$ cat config.mk
export PLATFORM = sky130hd
export DESIGN_NAME = bb3_out_fifo
export DESIGN_NICKNAME = d
export VERILOG_FILES = /design/src/hdl/bb3_pkg.sv /design/src/hdl/bb3_out_fifo.sv
export SDC_FILE = /design/constraint.sdc
export NUM_CORES = 1
export LEC_CHECK = 0
export BUFFER_PORTS_ARGS = -buffer_cell sky130_fd_sc_hd__buf_2
export CAP_MARGIN = 20
export CORE_MARGIN = 3
export CORE_UTILIZATION = 59
export CTS_CLUSTER_SIZE = 14
export DETAILED_ROUTE_END_ITERATION = 8
export PLACE_DENSITY = 0.78
export RECOVER_POWER = 50
export SLEW_MARGIN = 30
export SYNTH_ARGS = -nofsm -noshare
export SYNTH_HDL_FRONTEND = slang
export SYNTH_SLANG_ARGS = --single-unit
$ cat constraint.sdc
create_clock -name clk -period 5.45 [get_ports clk]
set_input_delay 1.3625 -clock clk [delete_from_list [all_inputs] [get_ports clk]]
set_output_delay 1.3625 -clock clk [all_outputs]
set_load 0.01 [all_outputs]
$ cat src/hdl/bb3_pkg.sv
package bb3_pkg;

  localparam int MAX_WIDTH_DEF = 1024;
  localparam int FIFO_DEPTH    = 8;

  localparam int WIDTH_REG_W = 11;
  localparam int HEIGHT_W    = 16;
  localparam int CFG_DATA_W  = 16;
  localparam int IN_ROW_W    = HEIGHT_W + 1;

  localparam logic CFG_WIDTH_IDX  = 1'b0;
  localparam logic CFG_HEIGHT_IDX = 1'b1;

  localparam logic [WIDTH_REG_W-1:0] WIDTH_RST  = 11'd1024;
  localparam logic [HEIGHT_W-1:0]    HEIGHT_RST = 16'd1024;

  localparam logic OP_PIXEL = 1'b0;
  localparam logic OP_FLUSH = 1'b1;

  // rounding divide: q = ((2*sum + n) * ceil(2^20 / 2n)) >> 20, exact for num < 2^13
  localparam int SUM_W       = 12;
  localparam int NUM_W       = 13;
  localparam int RECIP_W     = 18;
  localparam int PROD_W      = NUM_W + RECIP_W;
  localparam int RECIP_SHIFT = 20;

  localparam logic [RECIP_W-1:0] RECIP_DIV4 = 18'd131072;
  localparam logic [RECIP_W-1:0] RECIP_DIV6 = 18'd87382;
  localparam logic [RECIP_W-1:0] RECIP_DIV9 = 18'd58255;

  typedef struct packed {
    logic       op;
    logic [7:0] in_red;
    logic [7:0] in_green;
    logic [7:0] in_blue;
  } bb3_in_t;

  typedef struct packed {
    logic [7:0] out_red;
    logic [7:0] out_green;
    logic [7:0] out_blue;
    logic       frame_end;
  } bb3_out_t;

  typedef struct packed {
    logic [7:0] r;
    logic [7:0] g;
    logic [7:0] b;
  } bb3_rgb_t;

  typedef struct packed {
    bb3_rgb_t upper;
    bb3_rgb_t middle;
  } bb3_lines_t;

  typedef struct packed {
    logic use_top;
    logic use_bot;
    logic use_left;
    logic use_right;
    logic last;
  } bb3_ctl_t;

  function automatic logic [RECIP_W-1:0] div_recip(input logic rows3, input logic cols3);
    logic [RECIP_W-1:0] m;
    if (rows3 && cols3) begin
      m = RECIP_DIV9;
    end else if (rows3 || cols3) begin
      m = RECIP_DIV6;
    end else begin
      m = RECIP_DIV4;
    end
    return m;
  endfunction

  function automatic logic [3:0] div_count(input logic rows3, input logic cols3);
    logic [3:0] n;
    if (rows3 && cols3) begin
      n = 4'd9;
    end else if (rows3 || cols3) begin
      n = 4'd6;
    end else begin
      n = 4'd4;
    end
    return n;
  endfunction

endpackage

$ cat src/hdl/bb3_out_fifo.sv
module bb3_out_fifo
  import bb3_pkg::*;
#(
  parameter int DEPTH = FIFO_DEPTH,
  parameter int CNT_W = $clog2(DEPTH + 1)
) (
  input  logic             clk,
  input  logic             rst,
  input  logic             push,
  input  bb3_out_t         push_item,
  input  logic             pop,
  output bb3_out_t         head,
  output logic [CNT_W-1:0] count
);

  localparam int PW = (DEPTH > 1) ? $clog2(DEPTH) : 1;

  bb3_out_t store [DEPTH];
  logic [PW-1:0] wr_ptr;
  logic [PW-1:0] rd_ptr;

  always_ff @(posedge clk) begin
    if (push) begin
      store[wr_ptr] <= push_item;
    end
  end

  always_ff @(posedge clk) begin
    if (rst) begin
      wr_ptr <= '0;
      rd_ptr <= '0;
      count  <= '0;
    end else begin
      if (push) begin
        wr_ptr <= (wr_ptr == PW'(DEPTH - 1)) ? '0 : wr_ptr + PW'(1);
      end
      if (pop) begin
        rd_ptr <= (rd_ptr == PW'(DEPTH - 1)) ? '0 : rd_ptr + PW'(1);
      end
      count <= count + CNT_W'(push) - CNT_W'(pop);
    end
  end

  assign head = store[rd_ptr];

endmodule

## Yosys cells after proc, flatten, opt, wreduce, memory -nomap -nowiden

Memories as Yosys holds them, arrays and structs flattened. A register that Yosys moved wholly into a read port is not among the register bits.
Index checks and enable logic that the tools add are counted.

| word-level totals | value |
|---|---|
| register bits | 10 |
| memory bits (writable) | 200 |
| memories | 1 |

| operators by class | value |
|---|---|
| add/subtract/negate cells | 4 |
| eq/ne operators | 2 |
| multiplexer cells | 6 |

Memory list:

| name | depth | width | rd ports | clocked after memory_dff | wr ports | RTL line | text |
|---|---|---|---|---|---|---|---|
| store | 8 | 25 | 1 | 1 | 1 | bb3_out_fifo.sv:18 | `bb3_out_t store [DEPTH];` |

Operators by type and width:

| operator | count |
|---|---|
| $mux W3 | 4 |
| $add A3 B1 Y3 const B | 2 |
| $eq A3 B3 Y1 const B | 2 |
| $add A4 B1 Y4 | 1 |
| $sub A4 B1 Y4 | 1 |
| $mux W1 | 2 |

## Longest topological paths before layout

| logic depth | value |
|---|---|
| word-level depth | 4 |
| depth in mapped cells | 7 |
| depth with buffers taken out | 7 |

## Least setup slack after synthesis

OpenSTA, ideal clock, no wires.

| path | value |
|---|---|
| path type | input to register |
| from | input push |
| to | memory store[0][0] in the netlist's numbering, enable pin |
| arrival | 3.205 ns |
| required time | 5.012 ns |
| slack | 1.807 ns |
| stages on the path | 2 |
| buffers on the path | 0 |
| cells stage by stage | nand2b_1 nor3_1 |

| between the ends | value |
|---|---|
| cells in the longest elaborated chain, start to end | 2 |

RTL lines:

| item | RTL line | text |
|---|---|---|
| start, declared | bb3_out_fifo.sv:9 | `input logic push,` |
| $mux W1 | bb3_out_fifo.sv:23 | `if (push) begin` |
| $mux W1 (not written as such) | bb3_out_fifo.sv:24 | `store[wr_ptr] <= push_item;` |
| end, declared | bb3_out_fifo.sv:18 |  |

No other way between the ends.

==> results.toml <==
[final_layout]
syn2layout_area_growth_pct = 13.6
antennaDiodeCount = 0
utilization = 0.701
final_cell_mix = "edfxtp_1, mux4_1, clkbuf_1, buf_2, mux2_2"
layout_commonest_cell = "edfxtp_1"
drive_gt1_frac = 0.225
nets = 471

[worst_hold_path]
min_delay_path_depth = 2
min_path_type = "flip-flop to flip-flop"
min_from = "rd_ptr[1]"

[clock_tree]
clock_latency_ns = 0.50
cts-resized-gates = 0
cts-htree-levels = 1
cts.sinks = 213
postCtsHoldBufs = 0
cts_buffers = 21
clk_pin_slew_ns = 0.06
clockBufferDepth = 3
post_cts_buffers = 0
cts_tree = "done"
cts_root_buffer = "clkbuf_16"

[synthesis]
yosysSeqAreaShare = 0.753
yosys_most_used_dff = "edfxtp_1"
syn_inst = 358
ys_types = 23
ys_ff_latch = 213
synth_fp_nets = 396
async_flop_share = 0
synth_warnings = 0
avgSynthCellArea_um2 = 23.3
synth_area_mm2 = 0.00833
synth-edff-count = 200

[floorplanning]
dieWidth_um = 125
io_pins = 58
initial_utilization = 0.616
die_h_um = 125
row_count = 42
die_area_mm2 = 0.0156
core_mm2 = 0.0135

[power]
total_power_mw = 3.51
irDropWorstVdd_v = 0.000275
powerDensity_mw_per_mm2 = 371
power.leakage_nw = 3.15

[global_routing]
grt_pass1_vias = 3975
overflow = 0
antenna_found_initial = 0
grt_pass1_wl_um = 23400
grt_max_degree = 51
grt_usage = 0.200

[run_status]
outcome = "finished with violations"
violations = "max-capacitance violations, max-slew violations"

[routing]
vias = 3773
firstDrtPassIters = 4
drc_errors = 0
wl_per_cell_um = 24.6
drtIter0Drc = 265
vias_per_cell = 6.08
final_antenna_net_count = 0
detail_route.wirelength_um = 15300

[sta]
fmax_mhz = 255
finalHoldViolCount = 0
maxSlewHeadroom = -0.159
worst_slew_pin_slew_ns = 1.74
clock_skew_ns = 0.0200
timing.setup.tns_ns = 0
finalMaxSlewViolations = 26
final.min_clock_period_ns = 3.93
period_share = 0.721
setup_violations = 0
rsz0062_at_grt = "no"

[setup_path]
critical-path-max-stage-delay_ns = 0.67
critical_path.top_delay_family = "multiplexers"
crit_path_end_kind = "primary output"
cp.required_ns = 4.09
cp.arrival_ns = 2.56
rr_endpoint = "store[5][15]"
reg2reg_from = "wr_ptr[2]"
critical-path-slowest-cell = "mux4_1"
cp_max_fo = 19
critical_path_buf_inv_count = 2
reg2reg_slack_ns = 3.05
crit_chain = "buf_4 -> mux4_1 -> mux2_2 -> buf_2"
start_kind = "flip-flop"
rr_worst_depth = 3
path_class = "flip-flop to primary output"

[placement]
place.detailed.hpwl_um = 7930
port_buffers = 57
gp_congestion = 0.719

[flow_run]
maxCapViolations = 1
[power by group]
| part | internal (mW) | leakage, nW | total, mW | switching (mW) |
|---|---|---|---|---|
| combinational | 0.121 | 0.898 | 0.255 | 0.134 |
| clock | 0.841 | 0.323 | 1.40 | 0.561 |
| sequential | 1.83 | 1.93 | 1.85 | 0.0204 |
[worst reg2reg max path, cell delays in order, from the launching register on]
cell	delay (ns)
dfxtp_1	0.47
nand2b_1	0.15
nor2_2	0.10
clkbuf_1	1.26
[metrics by stage]
stage / instances / hold WS (ns) / worst slack, ns / area (µm²)
detailed placement: 586 / 0.519 / 2.07 / 8840
floorplan: 358 / 0.457 / 1.81 / 8330
global placement: 586 / 0.509 / 2.07 / 8840
finish: 621 / 0.509 / 1.52 / 9460
global route: 621 / 0.536 / 1.43 / 9460
CTS: 621 / 0.511 / 1.49 / 9500
[flip-flops by register name (all words and copies together) (netlist names), named ones only]
signal	count
store	200
wr_ptr	3
count	4
rd_ptr	3
[cell usage after synthesis, types with 5 or more instances]
library cell | n | area (µm²)
edfxtp_1 | 200 | 6010
nor2_1 | 10 | 37.5
buf_6 | 6 | 67.6
nand2b_1 | 5 | 31.3
dfxtp_1 | 13 | 260
mux4_1 | 50 | 1310
a21oi_1 | 5 | 25.0
mux2_2 | 25 | 282
ha_1 | 8 | 100
buf_1 | 7 | 26.3
inv_1 | 6 | 22.5
[kinds of logic (layout without fill, tap and decap cells)]
family | Yosys count | count (layout) | synth area share
AO/OA/AOI/OAI | 7 | 7 | 0.00451
XOR/XNOR | 2 | 2 | 0.00210
adder cells (fa/ha/maj) | 9 | 9 | 0.0144
buffers and inverters | 22 | 109 | 0.0153
flip-flops | 213 | 213 | 0.753
multiplexers | 77 | 77 | 0.194
AND/OR/NAND/NOR | 28 | 28 | 0.0170
[layer usage]
metal | up-vias | wire (µm) | track usage | part of all wire
met3 | 32 | 925 | 0.0407 | 0.061
met5 | - | 0 | 0 | 0
met2 | 113 | 7670 | 0.333 | 0.50
met1 | 1944 | 6160 | 0.264 | 0.40
met4 | 0 | 520 | 0.0793 | 0.034
li1 | 1684 | - | - | -
[cell type report]
type / instances / area (µm²)
Inverter: 6 / 22.5
Fill cell: 805 / 4040
Clock buffer: 23 / 533
Clock inverter: 12 / 130
Sequential cell: 213 / 6270
Multi-Input combinational cell: 123 / 1950
Tap cell: 176 / 220
Timing Repair Buffer: 68 / 330
[how the worst max path moves through the flow]
stage / to / slack, ns / depth (start not counted)
finish: head[13] / 1.52 / 4
global route: head[15] / 1.43 / 4
CTS: head[13] / 1.49 / 4
detailed placement: head[14] / 2.07 / 4
global placement: head[21] / 2.07 / 3
floorplan: store[0][0] / 1.81 / 2
(Power assumes the default switching activity.)
